[config.mk]
export PLATFORM = sky130hd
export DESIGN_NAME = hsvf_ctrl
export DESIGN_NICKNAME = d
export VERILOG_FILES = /design/src/rtl/hsvf_pkg.sv /design/src/rtl/hsvf_ctrl.sv
export SDC_FILE = /design/constraint.sdc
export NUM_CORES = 1
export LEC_CHECK = 0
export BUFFER_PORTS_ARGS = -buffer_cell sky130_fd_sc_hd__buf_2
export CAP_MARGIN = 10
export CORE_MARGIN = 2
export CORE_UTILIZATION = 58
export CTS_CLUSTER_DIAMETER = 100
export DETAILED_ROUTE_END_ITERATION = 10
export HOLD_SLACK_MARGIN = 0.06
export MAX_ROUTING_LAYER = met4
export PLACE_DENSITY_LB_ADDON = 0.25
export SLEW_MARGIN = 20
export SYNTH_ARGS = -nofsm -noshare
export SYNTH_HDL_FRONTEND = slang
export SYNTH_SLANG_ARGS = --single-unit
[constraint.sdc]
create_clock -name aclk -period 7.4 [get_ports aclk]
set_clock_uncertainty 0.2 [all_clocks]
set_input_delay 0.37 -clock aclk [delete_from_list [all_inputs] [get_ports aclk]]
set_output_delay 0.37 -clock aclk [all_outputs]
set_load 0.1 [all_outputs]
[src/rtl/hsvf_pkg.sv]
// Package for the harmonic SVF band-pass bank: sizes, opcodes, shared structs,
// saturation helper and the fixed shape weight tables. No dependencies.
package hsvf_pkg;

    localparam int HARM_COUNT    = 32;
    localparam int CASCADE       = 2;
    localparam int DEPTH         = CASCADE * HARM_COUNT;
    localparam int KW = (HARM_COUNT > 1) ? $clog2(HARM_COUNT) : 1;
    localparam int CW = (CASCADE > 1) ? $clog2(CASCADE) : 1;
    localparam int AW = (DEPTH > 1) ? $clog2(DEPTH) : 1;

    localparam int SHAPE_MAX = 742;

    // config register indexes
    localparam logic [1:0] REG_DAMPING   = 2'd0;
    localparam logic [1:0] REG_SHAPE_POS = 2'd1;
    localparam logic [1:0] REG_SHAPE_MOD = 2'd2;

    localparam logic [15:0] DAMPING_RST = 16'd677;

    typedef enum logic [4:0] {
        OP_NOP, OP_ACCEPT, OP_WGT, OP_RD, OP_LD, OP_M_S1GR, OP_DIFF, OP_M_HLO,
        OP_M_HHI, OP_HP, OP_M_HPG, OP_BP, OP_M_BPG, OP_S2, OP_M_BPD, OP_Y,
        OP_M_YENV, OP_T, OP_M_TW, OP_ACC, OP_OUT
    } dp_op_t;

    typedef struct packed {
        dp_op_t        op;
        logic [KW-1:0] k;
        logic [CW-1:0] c;
    } dp_cmd_t;

    typedef struct packed {
        logic in_load;   // item at the input is a coefficient load
        logic in_env0;   // item at the input has zero envelope
        logic w_zero;    // current harmonic weight is zero
        logic out_free;  // output register can take a result this cycle
    } dp_status_t;

    localparam logic [15:0] SQUARE_W [32] = '{
        16'd21627, 16'd0, 16'd7209, 16'd0, 16'd4325, 16'd0, 16'd3090, 16'd0,
        16'd2403,  16'd0, 16'd1966, 16'd0, 16'd1664, 16'd0, 16'd1442, 16'd0,
        16'd1272,  16'd0, 16'd1138, 16'd0, 16'd1030, 16'd0, 16'd940,  16'd0,
        16'd865,   16'd0, 16'd801,  16'd0, 16'd746,  16'd0, 16'd698,  16'd0
    };
    localparam logic [15:0] SAW_W [32] = '{
        16'd16384, 16'd8192, 16'd5461, 16'd4096, 16'd3277, 16'd2731, 16'd2341, 16'd2048,
        16'd1820,  16'd1638, 16'd1489, 16'd1365, 16'd1260, 16'd1170, 16'd1092, 16'd1024,
        16'd964,   16'd910,  16'd862,  16'd819,  16'd780,  16'd745,  16'd712,  16'd683,
        16'd655,   16'd630,  16'd607,  16'd585,  16'd565,  16'd546,  16'd529,  16'd512
    };
    localparam logic [15:0] TRI_W [32] = '{
        16'd18432, 16'd0, 16'd2048, 16'd0, 16'd737, 16'd0, 16'd376, 16'd0,
        16'd228,   16'd0, 16'd152,  16'd0, 16'd109, 16'd0, 16'd82,  16'd0,
        16'd64,    16'd0, 16'd51,   16'd0, 16'd42,  16'd0, 16'd35,  16'd0,
        16'd29,    16'd0, 16'd25,   16'd0, 16'd22,  16'd0, 16'd19,  16'd0
    };

    // shapes: 0 sine, 1 square, 2 saw, 3 triangle
    function automatic logic [15:0] shape_weight(input logic [1:0] sh, input logic [4:0] k);
        logic [15:0] w;
        case (sh)
            2'd0:    w = (k == 5'd0) ? 16'd32768 : 16'd0;
            2'd1:    w = SQUARE_W[k];
            2'd2:    w = SAW_W[k];
            default: w = TRI_W[k];
        endcase
        return w;
    endfunction

    function automatic logic signed [31:0] sat32(input logic signed [65:0] v);
        logic signed [31:0] r;
        if (v > 66'sd2147483647) begin
            r = 32'sh7fffffff;
        end else if (v < -66'sd2147483648) begin
            r = 32'sh80000000;
        end else begin
            r = v[31:0];
        end
        return r;
    endfunction

endpackage

[src/rtl/hsvf_ctrl.sv]
// Sequencer of the SVF bank: walks harmonics and cascade stages and issues one
// datapath operation per cycle when not stalled. Uses hsvf_pkg.
module hsvf_ctrl import hsvf_pkg::*; (
    input  logic       aclk,
    input  logic       aresetn,
    input  logic       in_valid,
    output logic       in_ready,
    input  dp_status_t status,
    output dp_cmd_t    cmd
);

    typedef enum logic [19:0] {
        ST_IDLE   = 20'h00001, ST_WGT   = 20'h00002, ST_RD    = 20'h00004,
        ST_LD     = 20'h00008, ST_S1GR  = 20'h00010, ST_DIFF  = 20'h00020,
        ST_HLO    = 20'h00040, ST_HHI   = 20'h00080, ST_HP    = 20'h00100,
        ST_HPG    = 20'h00200, ST_BP    = 20'h00400, ST_BPG   = 20'h00800,
        ST_S2     = 20'h01000, ST_BPD   = 20'h02000, ST_Y     = 20'h04000,
        ST_YENV   = 20'h08000, ST_T     = 20'h10000, ST_TW    = 20'h20000,
        ST_ACC    = 20'h40000, ST_FIN   = 20'h80000
    } state_t;

    state_t        state_reg, state_next;
    logic [KW-1:0] k_reg, k_next;
    logic [CW-1:0] c_reg, c_next;
    dp_op_t        op;
    logic          last_k;

    assign last_k = (k_reg == KW'(HARM_COUNT - 1));

    always_comb begin
        state_next = state_reg;
        k_next     = k_reg;
        c_next     = c_reg;
        op         = OP_NOP;
        case (state_reg)
            ST_IDLE: begin
                if (in_valid) begin
                    op = OP_ACCEPT;
                    if (status.in_load) begin
                        state_next = ST_IDLE;
                    end else if (status.in_env0) begin
                        state_next = ST_FIN;
                    end else begin
                        k_next     = '0;
                        state_next = ST_WGT;
                    end
                end
            end
            ST_WGT: begin
                op         = OP_WGT;
                c_next     = '0;
                state_next = ST_RD;
            end
            ST_RD: begin
                op = OP_RD;
                if (status.w_zero) begin
                    if (last_k) begin
                        state_next = ST_FIN;
                    end else begin
                        k_next     = k_reg + 1'b1;
                        state_next = ST_WGT;
                    end
                end else begin
                    state_next = ST_LD;
                end
            end
            ST_LD:   begin op = OP_LD;     state_next = ST_S1GR; end
            ST_S1GR: begin op = OP_M_S1GR; state_next = ST_DIFF; end
            ST_DIFF: begin op = OP_DIFF;   state_next = ST_HLO;  end
            ST_HLO:  begin op = OP_M_HLO;  state_next = ST_HHI;  end
            ST_HHI:  begin op = OP_M_HHI;  state_next = ST_HP;   end
            ST_HP:   begin op = OP_HP;     state_next = ST_HPG;  end
            ST_HPG:  begin op = OP_M_HPG;  state_next = ST_BP;   end
            ST_BP:   begin op = OP_BP;     state_next = ST_BPG;  end
            ST_BPG:  begin op = OP_M_BPG;  state_next = ST_S2;   end
            ST_S2:   begin op = OP_S2;     state_next = ST_BPD;  end
            ST_BPD:  begin op = OP_M_BPD;  state_next = ST_Y;    end
            ST_Y: begin
                op = OP_Y;
                if (c_reg == CW'(CASCADE - 1)) begin
                    state_next = ST_YENV;
                end else begin
                    c_next     = c_reg + 1'b1;
                    state_next = ST_RD;
                end
            end
            ST_YENV: begin op = OP_M_YENV; state_next = ST_T;   end
            ST_T:    begin op = OP_T;      state_next = ST_TW;  end
            ST_TW:   begin op = OP_M_TW;   state_next = ST_ACC; end
            ST_ACC: begin
                op = OP_ACC;
                if (last_k) begin
                    state_next = ST_FIN;
                end else begin
                    k_next     = k_reg + 1'b1;
                    state_next = ST_WGT;
                end
            end
            ST_FIN: begin
                if (status.out_free) begin
                    op         = OP_OUT;
                    state_next = ST_IDLE;
                end
            end
            default: state_next = ST_IDLE;
        endcase
    end

    always_ff @(posedge aclk) begin
        if (!aresetn) begin
            state_reg <= ST_IDLE;
            k_reg     <= '0;
            c_reg     <= '0;
        end else begin
            state_reg <= state_next;
            k_reg     <= k_next;
            c_reg     <= c_next;
        end
    end

    assign in_ready = (state_reg == ST_IDLE);
    assign cmd.op   = op;
    assign cmd.k    = k_reg;
    assign cmd.c    = c_reg;

    a_k_range: assert property (@(posedge aclk) disable iff (!aresetn)
        (state_reg == ST_ACC && last_k) |=> (state_reg == ST_FIN))
        else $error("harmonic walk ran past the last harmonic");
    a_stage_order: assert property (@(posedge aclk) disable iff (!aresetn)
        (state_reg == ST_YENV) |-> (c_reg == CW'(CASCADE - 1)))
        else $error("cascade left before its last stage");
    a_one_result: assert property (@(posedge aclk) disable iff (!aresetn)
        (op == OP_OUT) |=> (state_reg == ST_IDLE))
        else $error("sequencer did not return after a result");

endmodule

# Yosys cells after proc, flatten, opt, wreduce, memory -nomap -nowiden
# Index checks and enable logic that the tools add are counted.
dict set report totals {
  reg_bits 26
  latch_bits 0
  ram_bits 0
  romBits 0
  inputBits 7
  out_inout_bits 12
  wordCells 54
  memories 0
}
dict set report classes {
  addsub 2
  multipliers 0
  div 0
  n_lt_le_gt_ge 0
  n_eq_ne 26
  shifts 0
  n_mux 19
  bitwise_logic 0
  reduce_logical 4
}
# op n
set ops {}
lappend ops {{20-bit one-hot mux with 20 select lines} 1}
lappend ops {{20-bit 2-to-1 mux} 6}
lappend ops {{5-bit one-hot mux with 20 select lines} 1}
lappend ops {{5-bit 2-to-1 mux} 6}
lappend ops {{20-bit by 1-bit equality test with 1-bit output (second input constant)} 1}
lappend ops {{20-bit by 10-bit equality test with 1-bit output (second input constant)} 1}
lappend ops {{20-bit by 11-bit equality test with 1-bit output (second input constant)} 1}
lappend ops {{20-bit by 12-bit equality test with 1-bit output (second input constant)} 1}
lappend ops {{20-bit by 13-bit equality test with 1-bit output (second input constant)} 1}
lappend ops {{20-bit by 14-bit equality test with 1-bit output (second input constant)} 1}
lappend ops {{20-bit by 15-bit equality test with 1-bit output (second input constant)} 1}
lappend ops {{20-bit by 16-bit equality test with 1-bit output (second input constant)} 1}
lappend ops {{20-bit by 17-bit equality test with 1-bit output (second input constant)} 1}
lappend ops {{20-bit by 18-bit equality test with 1-bit output (second input constant)} 1}
lappend ops {{20-bit by 19-bit equality test with 1-bit output (second input constant)} 1}
lappend ops {{20-bit by 2-bit equality test with 1-bit output (second input constant)} 1}
lappend ops {{20-bit equality test (second input constant)} 1}
lappend ops {{20-bit by 3-bit equality test with 1-bit output (second input constant)} 1}
lappend ops {{20-bit by 4-bit equality test with 1-bit output (second input constant)} 1}
lappend ops {{20-bit by 5-bit equality test with 1-bit output (second input constant)} 1}
lappend ops {{20-bit by 6-bit equality test with 1-bit output (second input constant)} 1}
lappend ops {{20-bit by 7-bit equality test with 1-bit output (second input constant)} 1}
lappend ops {{20-bit by 8-bit equality test with 1-bit output (second input constant)} 1}
lappend ops {{20-bit by 9-bit equality test with 1-bit output (second input constant)} 1}
lappend ops {{12 further kinds} 17}

# Logic depth before layout (Yosys ltp)
# Gate-level depths: netlist of the first run.
dict set report depth {
  depth_word 4
  depth_mapped 8
  depth_no_buf 7
}

# Worst setup path before layout of the first run
# No wires, ideal clock.
dict set report synth_path {
  path_type {flip-flop to output port}
  startpoint {register state_reg[10]}
  endpoint {output cmd[8] (netlist name)}
  arrival_time_ps 4976
  t_required_ps 6830
  path_slack_ps 1854
  stages_incl_launch_ff 6
  path_buffers 2
  cell_sequence {dfxtp_1 > buf_2 > or4_4 > or3_1 > buf_2 > o311ai_0}
}
# element line
set synth_rtl {}
lappend synth_rtl {{start, declared} hsvf_ctrl.sv:22} ;# state_t state_reg, state_next;
lappend synth_rtl {{start signal, assigned} hsvf_ctrl.sv:115} ;# state_reg <= state_next;
lappend synth_rtl {{end, declared} hsvf_ctrl.sv:9} ;# output dp_cmd_t cmd

==> reports/metrics.csv, run 1 <==
stage;metric;value;unit
run_status;outcome;completed;
pwr;clock network power share;22.9;%
worst_setup_path;Worst EP arrival;3.20;ns
sta;slew margin rel.;49.2;%
clock_tree;clk buf depth;2;
worst_setup_path;ordered cell list for the critical path;or4_1 -> or4_4 -> or2_1 -> o31ai_1 -> nor4bb_1 -> nand3_1 -> buf_2;
route;DR WL/cell;16.0;microns
worst_setup_path;crit path buf inv count;1;
clock_tree;clock sinks;26;
route;final wirelength;3720;microns
yosys;Synth area leader;dfxtp_1;
route;router iterations before antenna repair;4;
worst_setup_path;WP data required;6.83;ns
yosys;Post-synth EDFFs;0;
final_layout;Layout area overhead;7.21;%
route;DR iter-0 viols;76;
pwr;NetSw;0.0805;mW
worst_setup_path;CP peak stage delay;0.68;ns
sta;setup TNS;0;ns
floorplanning;Die W;56.2;microns
yosys;Syn Area/Cell;8.35;sq um
pwr;Logic pwr share;21.2;%
yosys;Netlist cell types;53;
job;Max-cap violations;0;
yosys;synth top area cells;dfxtp_1 33%, nor2_1 6.2%, nor4_1 4.4%, nand2b_1 4.0%, or4_4 2.9%;
sta;max-slew violation count;0;
global_routing;first-pass GRT wire length;6210;microns
clock_tree;Hold Buf Count CTS;1;
sta;Tightest Pin Transition;0.756;ns
global_routing;global-route usage over all layers;25.0;%
worst_setup_path;CP max stage cell;or4_1;
pwr;Internal Power;0.175;mW
floorplanning;core area;2520;sq um
yosys;number of synthesized register bits;26;
clock_tree;Num CTS Buffers;3;
floorplanning;die area;3160;sq um
pwr;Worst IR Drop VDD;0.118;mV
clock_tree;Root Buffer;clkbuf_4;
global_routing;pin count of the biggest net entering global routing;16;
floorplanning;num ports;19;
clock_tree;H-tree levels;1;
route;drt drc;0;
placed_design;routability cong.;0.877;
floorplanning;DIE HEIGHT;56.2;microns
placed_design;I/O Buffers;18;
sta;Period Utilization, post-route;51.0;%
global_routing;initial antenna violation count;0;
clock_tree;post_cts resized;0;
final_layout;share of layout cells above drive strength 1;19.2;%
route;Via density;6.60;
pwr;Seq pwr share;55.9;%
yosys;top_reg_cell synth;dfxtp_1;
worst_setup_path;Worst setup SP type;flop;
yosys;ys async rst share;0;%
worst_setup_path;worst setup path class;flop to output pin;
yosys;Gate Count Post-Synth;189;
final_layout;max FFs per register;20;
clock_tree;Post-CTS Repair Setup Buffers;0;
route;DR vias;1538;
placed_design;Place WS;4.02;ns
sta;fin worst setup slack;3.63;ns
pwr;Pleak;0.688;nW
worst_setup_path;Largest delay share family, worst path;simple AND/OR/NAND/NOR gates;
yosys;syn_nets;198;
sta;Max Clk Rate;265;MHz
placed_design;Final HPWL DP;2970;microns
floorplanning;initial core utilization;62.6;%
yosys;post-synthesis sequential area ratio;33.0;%
min_path;Hold Crit Class;primary input to flop;
global_routing;vias in the first global route;1372;
sta;final hold vios;0;
floorplanning;std cell rows;18;
pwr;power density over the cells;151;nW/um^2
sta;post-layout minimum cycle time;3.77;ns
final_layout;leading cell types in the layout, fill and taps excluded;26 x nor2_1, 26 x dfxtp_1, 18 x buf_2;
yosys;Synth top area share;33.0;%
final_layout;post-layout net count;214;
worst_setup_path;type of element capturing the critical path;output pin;
clock_tree;Clk Latency, worst-skew pair;0.31;ns
worst_setup_path;CP max FO;7;
route;DRT antenna net count;0;
yosys;Warnings, synthesis;0;
global_routing;gr ovfl total;0;
pwr;Sw Ratio;31.6;%
sta;RSZ-0062 raised after global routing;no;
final_layout;ant diodes;0;
sta;final number of setup-violating endpoints;0;
clock_tree;CTS tree;yes;
yosys;Post-Syn Area;1580;sq um
clock_tree;Worst-path clk slew;0.13;ns
## power groups by stage
stage / Combinational [mW] / Clock (mW) / Sequential (mW)
global placement: 0.0528 / 0 / 0.146
global route: 0.0581 / 0.0637 / 0.143
detailed placement: 0.0532 / 0 / 0.146
CTS: 0.0538 / 0.0597 / 0.143
floorplan: 0.0442 / 0 / 0.145
finish: 0.0542 / 0.0583 / 0.143
## cells in the mapped netlist (3+ instances only)
master,count
dfxtp_1,26
nor2b_1,4
nand4_1,4
and3_1,4
inv_1,3
or3_1,5
or4_1,4
nand3b_1,3
nand2b_1,10
buf_2,4
nor3_1,8
nor2_1,26
or4_4,4
a21oi_1,4
nand3_1,8
nor3b_1,3
a22oi_1,3
nand2_1,11
nor4_1,11
## path summary, 6_finish.rpt
| check | end | cells after the start | slack, ns | from |
|---|---|---|---|---|
| setup reg to reg | state_reg[11] | 6 | 4.36 | state_reg[19] |
| hold reg to reg | state_reg[15] | 2 | 0.27 | c_reg |
| hold / removal | state_reg[0] | 2 | 0.15 | aresetn |
| setup / recovery | cmd[6] | 7 | 3.63 | state_reg[19] |
## per-stage QoR
step	utilization, %	instance area (sq um)	power [mW]	std cells	hold slack, ns
after floorplan	-	1580	0.190	189	0.237
after global placement	65.8	1660	0.198	229	0.243
after detailed placement	65.8	1660	0.199	229	0.259
after CTS	67.1	1690	0.256	233	0.150
after global routing	67.1	1690	0.265	233	0.155
final	67.1	1690	0.255	233	0.151
## cell type report
cell class                      count  area [sq um]
Clock buffer                        3          22.5
Fill cell                         218           830
Inverter                            4          15.0
Multi-Input combinational cell    151           997
Sequential cell                    26           520
Tap cell                           30          37.5
Timing Repair Buffer               19           100
## cell families (layout without fill, tap and decap cells)
| logic type | count (synthesis) | in the layout | share of synthesized area [%] |
|---|---|---|---|
| compound gates | 29 | 29 | 15.2 |
| xor+xnor | 4 | 4 | 2.22 |
| fa+ha+maj | 2 | 2 | 1.58 |
| buf+inv | 12 | 26 | 3.88 |
| flops | 26 | 26 | 33.0 |
| simple gates | 116 | 116 | 44.1 |
## metal layers
metal	GRT usage, %	wire [microns]
met1	31.2	1540
met2	41.0	1880
met3	4.65	255
met4	7.48	42
met5	-	0
Note: power is estimated with default switching activity, not from simulation.
==> run 2, diff against run 1 <==
--- a/config.mk
+++ b/config.mk
@@ -8,7 +8,7 @@
 export BUFFER_PORTS_ARGS = -buffer_cell sky130_fd_sc_hd__buf_2
 export CAP_MARGIN = 10
 export CORE_MARGIN = 2
-export CORE_UTILIZATION = 58
+export CORE_UTILIZATION = 57
 export CTS_CLUSTER_DIAMETER = 100
 export DETAILED_ROUTE_END_ITERATION = 10
 export HOLD_SLACK_MARGIN = 0.06
==> constraint.sdc (replaced) <==
create_clock -name aclk -period 3.86 [get_ports aclk]
set_clock_uncertainty 0.2 [all_clocks]
set_input_delay 0.193 -clock aclk [delete_from_list [all_inputs] [get_ports aclk]]
set_output_delay 0.193 -clock aclk [all_outputs]
set_load 0.1 [all_outputs]
==> reports/metrics.csv, run 2 (synthesized netlist as in run 1, its figures left out) <==
stage;metric;value;unit
run_status;outcome;completed;
worst_setup_path;type of element capturing the critical path;output pin;
pwr;clock network power share;22.6;%
pwr;Seq pwr share;55.1;%
pwr;Logic pwr share;22.3;%
sta;final hold vios;0;
floorplanning;initial core utilization;58.8;%
sta;max-slew violation count;0;
sta;post-layout minimum cycle time;3.62;ns
route;router iterations before antenna repair;5;
sta;Period Utilization, post-route;93.9;%
global_routing;vias in the first global route;1391;
final_layout;share of layout cells above drive strength 1;19.7;%
floorplanning;DIE HEIGHT;56.6;microns
final_layout;Layout area overhead;10.8;%
floorplanning;die area;3210;sq um
sta;Max Clk Rate;276;MHz
worst_setup_path;worst setup path class;flop to output pin;
clock_tree;clk buf depth;2;
clock_tree;Num CTS Buffers;3;
floorplanning;std cell rows;19;
placed_design;routability cong.;0.903;
placed_design;Final HPWL DP;2860;microns
final_layout;leading cell types in the layout, fill and taps excluded;26 x nor2_1, 26 x dfxtp_1, 18 x buf_2;
global_routing;gr ovfl total;0;
route;drt drc;0;
clock_tree;Post-CTS Repair Setup Buffers;0;
clock_tree;post_cts resized;0;
global_routing;first-pass GRT wire length;6350;microns
pwr;Pleak;0.712;nW
sta;slew margin rel.;54.2;%
clock_tree;Root Buffer;clkbuf_4;
worst_setup_path;CP max FO;7;
route;Via density;6.48;
route;DR iter-0 viols;109;
pwr;Worst IR Drop VDD;0.217;mV
global_routing;initial antenna violation count;0;
final_layout;fill count;245;
sta;Tightest Pin Transition;0.681;ns
final_layout;post-layout net count;219;
route;DR vias;1548;
pwr;NetSw;0.157;mW
route;DRT antenna net count;0;
final_layout;max FFs per register;20;
global_routing;pin count of the biggest net entering global routing;14;
sta;final hold slack;0.0771;ns
final_layout;Final Util;65.1;%
floorplanning;core area;2690;sq um
min_path;Hold Crit Class;primary input to flop;
sta;final number of setup-violating endpoints;0;
final_layout;ant diodes;0;
route;final wirelength;3800;microns
clock_tree;clock sinks;26;
floorplanning;num ports;19;
floorplanning;Die W;56.6;microns
sta;setup TNS;0;ns
clock_tree;CTS tree;yes;
clock_tree;H-tree levels;1;
placed_design;I/O Buffers;18;
pwr;power density over the cells;284;nW/um^2
job;Max-cap violations;0;
sta;RSZ-0062 raised after global routing;no;
route;DR WL/cell;15.9;microns
pwr;Internal Power;0.340;mW
worst_setup_path;Worst EP arrival;3.23;ns
clock_tree;Worst-path clk slew;0.13;ns
clock_tree;Clk Latency, worst-skew pair;0.32;ns
pwr;Sw Ratio;31.5;%
global_routing;global-route usage over all layers;25.8;%
worst_setup_path;Worst setup SP type;flop;
worst_setup_path;WP data required;3.47;ns
## run 2: cell types whose count changed in the layout (fill, tap and decap cells not counted)
cell	before	now
dlygate4sd3_1	1	5
buf_4	0	1
o311ai_0	1	0
o311ai_2	0	1
## run 2: what timing repair did
item                                    in CTS  in global routing
hold buffers                                 5                  0
endpoints found under the setup margin       0                  0
hold endpoints to repair                     9                  0
## run 2: metrics by stage
stage               worst slack (ns)  instances  power [mW]  area, sq um
finish                         0.237        239       0.496         1750
global route                   0.136        239       0.517         1750
CTS                            0.292        239       0.497         1750
detailed placement             0.662        231       0.384         1680
global placement               0.734        231       0.382         1680
floorplan                      0.567        189       0.364         1590
## run 2: per-layer routing
| metal | part of all wire [%] | vias up | global-route usage, % |
|---|---|---|---|
| met2 | 48 | 65 | 40.0 |
| met4 | 1.2 | 0 | 9.86 |
| met1 | 44 | 721 | 34.2 |
| met5 | 0 | - | - |
| met3 | 6.7 | 5 | 3.46 |
| li1 | - | 757 | - |
## run 2: critical path, cell delays in order (launching register included)
cell      delay, ns
dfxtp_1        0.38
or4_1          0.68
or4_4          0.59
or2_1          0.30
o31ai_1        0.34
nor4bb_1       0.10
nand3_1        0.09
buf_2          0.44
## run 2: path summary, 6_finish.rpt
check / start / to / depth (start not counted) / slack [ns]
max: state_reg[19] / cmd[6] / 7 / 0.24
min reg2reg: c_reg / state_reg[15] / 2 / 0.27
max reg2reg: state_reg[19] / state_reg[0] / 7 / 0.56
min: in_valid / state_reg[19] / 3 / 0.08
## run 2: power by group through the flow
| stage | Clock (mW) | Sequential (mW) | Combinational, mW |
|---|---|---|---|
| 4_1_cts | 0.114 | 0.274 | 0.109 |
| 6_report | 0.112 | 0.274 | 0.111 |
| 3_5_place_dp | 0 | 0.280 | 0.104 |
| 3_3_place_gp | 0 | 0.279 | 0.103 |
| 2_1_floorplan | 0 | 0.279 | 0.0851 |
| 5_1_grt | 0.126 | 0.274 | 0.118 |
## run 2: area by class of cell
type	instances	area, sq um	area share, %
flip-flops and latches	26	520	29.8
multi-input cells	151	1000	57.4
clock buffers	3	22.5	1.29
inverters	4	15.0	0.858
well taps	31	38.8	2.22
repair buffers	24	148	8.44
==> run 3, diff against run 2 <==
--- a/config.mk
+++ b/config.mk
@@ -7,13 +7,13 @@
 export LEC_CHECK = 0
 export BUFFER_PORTS_ARGS = -buffer_cell sky130_fd_sc_hd__buf_2
 export CAP_MARGIN = 10
-export CORE_MARGIN = 2
 export CORE_UTILIZATION = 57
 export CTS_CLUSTER_DIAMETER = 100
 export DETAILED_ROUTE_END_ITERATION = 10
 export HOLD_SLACK_MARGIN = 0.06
 export MAX_ROUTING_LAYER = met4
 export PLACE_DENSITY_LB_ADDON = 0.25
+export SETUP_SLACK_MARGIN = 0.3
 export SLEW_MARGIN = 20
 export SYNTH_ARGS = -nofsm -noshare
 export SYNTH_HDL_FRONTEND = slang
==> reports/metrics.csv, run 3 (synthesized netlist as in run 1, its figures left out) <==
stage;metric;value;unit
final_layout;fill count;216;
final_layout;Layout area overhead;13.4;%
worst_setup_path;type of element capturing the critical path;output pin;
global_routing;routing usage on met2;47.2;%
global_routing;pin count of the biggest net entering global routing;15;
worst_setup_path;Worst EP arrival;3.01;ns
pwr;Worst IR Drop VDD;0.286;mV
global_routing;gr ovfl total;0;
pwr;total power of the final layout;0.525;mW
final_layout;ant diodes;0;
floorplanning;num ports;19;
sta;slew margin rel.;46.1;%
pwr;Pleak;0.727;nW
global_routing;M3 GR Usage;5.56;%
sta;RSZ-0062 raised after global routing;no;
floorplanning;Die W;54.6;microns
min_path;worst hold endpoint;state_reg[4];
min_path;hold depth;4;
worst_setup_path;Worst setup SP type;flop;
sta;final number of setup-violating endpoints;0;
clock_tree;clock sinks;26;
min_path;Hold Path Origin;status[0];
clock_tree;Worst-path clk slew;0.13;ns
route;router iterations before antenna repair;4;
global_routing;met1 usage;38.9;%
sta;max-slew violation count;0;
worst_setup_path;CP max FO;7;
pwr;power density over the cells;293;nW/um^2
placed_design;I/O Buffers;18;
floorplanning;std cell rows;18;
worst_setup_path;WP data required;3.47;ns
global_routing;vias in the first global route;1404;
worst_setup_path;Reg-to-Reg End;state_reg[0];
clock_tree;clk buf depth;2;
sta;final hold vios;0;
floorplanning;DIE HEIGHT;54.6;microns
min_path;Hold Crit Class;primary input to flop;
worst_setup_path;reg2reg setup slack;0.53;ns
final_layout;leading cell types in the layout, fill and taps excluded;26 x nor2_1, 26 x dfxtp_1, 16 x buf_2;
sta;Tightest Pin Transition;0.801;ns
clock_tree;Clk Latency, worst-skew pair;0.32;ns
clock_tree;Num CTS Buffers;3;
worst_setup_path;reg2reg start;state_reg[13];
route;drt drc;0;
floorplanning;die area;2980;sq um
sta;Max Clk Rate;294;MHz
worst_setup_path;ordered cell list for the critical path;or4_1 -> or4_4 -> or2_1 -> o31ai_1 -> nor4bb_1 -> nand3_1 -> buf_4;
run_status;outcome;completed;
route;final wirelength;3880;microns
final_layout;post-layout net count;221;
route;DR WL/cell;16.1;microns
floorplanning;core area;2540;sq um
route;Via density;6.53;
worst_setup_path;worst setup path class;flop to output pin;
job;Max-cap violations;0;
clock_tree;Root Buffer;clkbuf_4;
worst_setup_path;path depth of the worst reg2reg path;7;
global_routing;first-pass GRT wire length;6310;microns
worst_setup_path;CP max stage cell;or4_1;
final_layout;share of layout cells above drive strength 1;20.4;%
worst_setup_path;crit path buf inv count;1;
worst_setup_path;Largest delay share family, worst path;simple AND/OR/NAND/NOR gates;
sta;post-layout minimum cycle time;3.40;ns
final_layout;max FFs per register;20;
sta;Period Utilization, post-route;88.2;%
global_routing;gr busiest metal;met2;
floorplanning;initial core utilization;62.0;%
global_routing;initial antenna violation count;0;
clock_tree;H-tree levels;1;
clock_tree;CTS tree;yes;
global_routing;global-route usage over all layers;30.2;%
placed_design;Final HPWL DP;2920;microns
worst_setup_path;CP peak stage delay;0.65;ns
placed_design;routability cong.;1.01;
route;DRT antenna net count;0;
sta;setup TNS;0;ns
route;DR iter-0 viols;77;
route;DR vias;1574;
-- run 3: power breakdown --
part | internal, mW | total (mW) | switching (mW)
clock | 0.0577 | 0.136 | 0.0786
combinational | 0.0351 | 0.115 | 0.0803
sequential | 0.271 | 0.274 | 0.00286
-- run 3: worst register-to-register path, cell delays in order, from the launching register on --
cell and delay, ns:
dfxtp_1 0.38, or4_4 0.60, or3_1 0.58, nor2_1 0.31, nand4_1 0.24, nand4_1 0.23
o221ai_2 0.11, dlygate4sd3_1 0.59
-- run 3: cell type report --
type                            count  area (sq um)  share of cell area [%]
Inverter                            4          15.0                   0.839
Multi-Input combinational cell    151          1010                    56.3
Sequential cell                    26           520                    29.1
Timing Repair Buffer               26           173                    9.64
Tap cell                           30          37.5                    2.10
Clock buffer                        4          36.3                    2.03
-- run 3: timing repair --
item / CTS / global route
setup endpoints to repair: 1 / 2
buffers inserted: 0 / 0
hold endpoints to repair: 11 / 0
resized for setup: 1 / 2
hold buffers: 7 / 0
cloned: 0 / 0
-- run 3: stage by stage --
| stage | util [%] | hold WS [ns] | instances | area, sq um | setup WS [ns] |
|---|---|---|---|---|---|
| CTS | 70.1 | 0.204 | 241 | 1780 | 0.407 |
| detailed placement | 65.8 | 0.203 | 230 | 1680 | 0.666 |
| global placement | 65.8 | 0.204 | 230 | 1680 | 0.740 |
| floorplan | - | 0.0715 | 189 | 1590 | 0.567 |
| finish | 70.4 | 0.226 | 241 | 1790 | 0.457 |
| global route | 70.4 | 0.246 | 241 | 1790 | 0.318 |
-- run 3: how the worst max path moves through the flow --
stage	end	cells after the start	slack, ns	start
floorplan	cmd[6]	8	0.57	state_reg[19]
global placement	cmd[6]	7	0.74	state_reg[19]
detailed placement	cmd[6]	7	0.67	state_reg[19]
CTS	cmd[6]	7	0.41	state_reg[19]
global route	cmd[6]	7	0.32	state_reg[4]
finish	cmd[6]	7	0.46	state_reg[4]
-- run 3: routing by layer --
| metal | wire, microns | share of wire (%) |
|---|---|---|
| met3 | 252 | 6.5 |
| met4 | 21 | 0.54 |
| met2 | 1900 | 49 |
| met5 | 0 | 0 |
| met1 | 1710 | 44 |
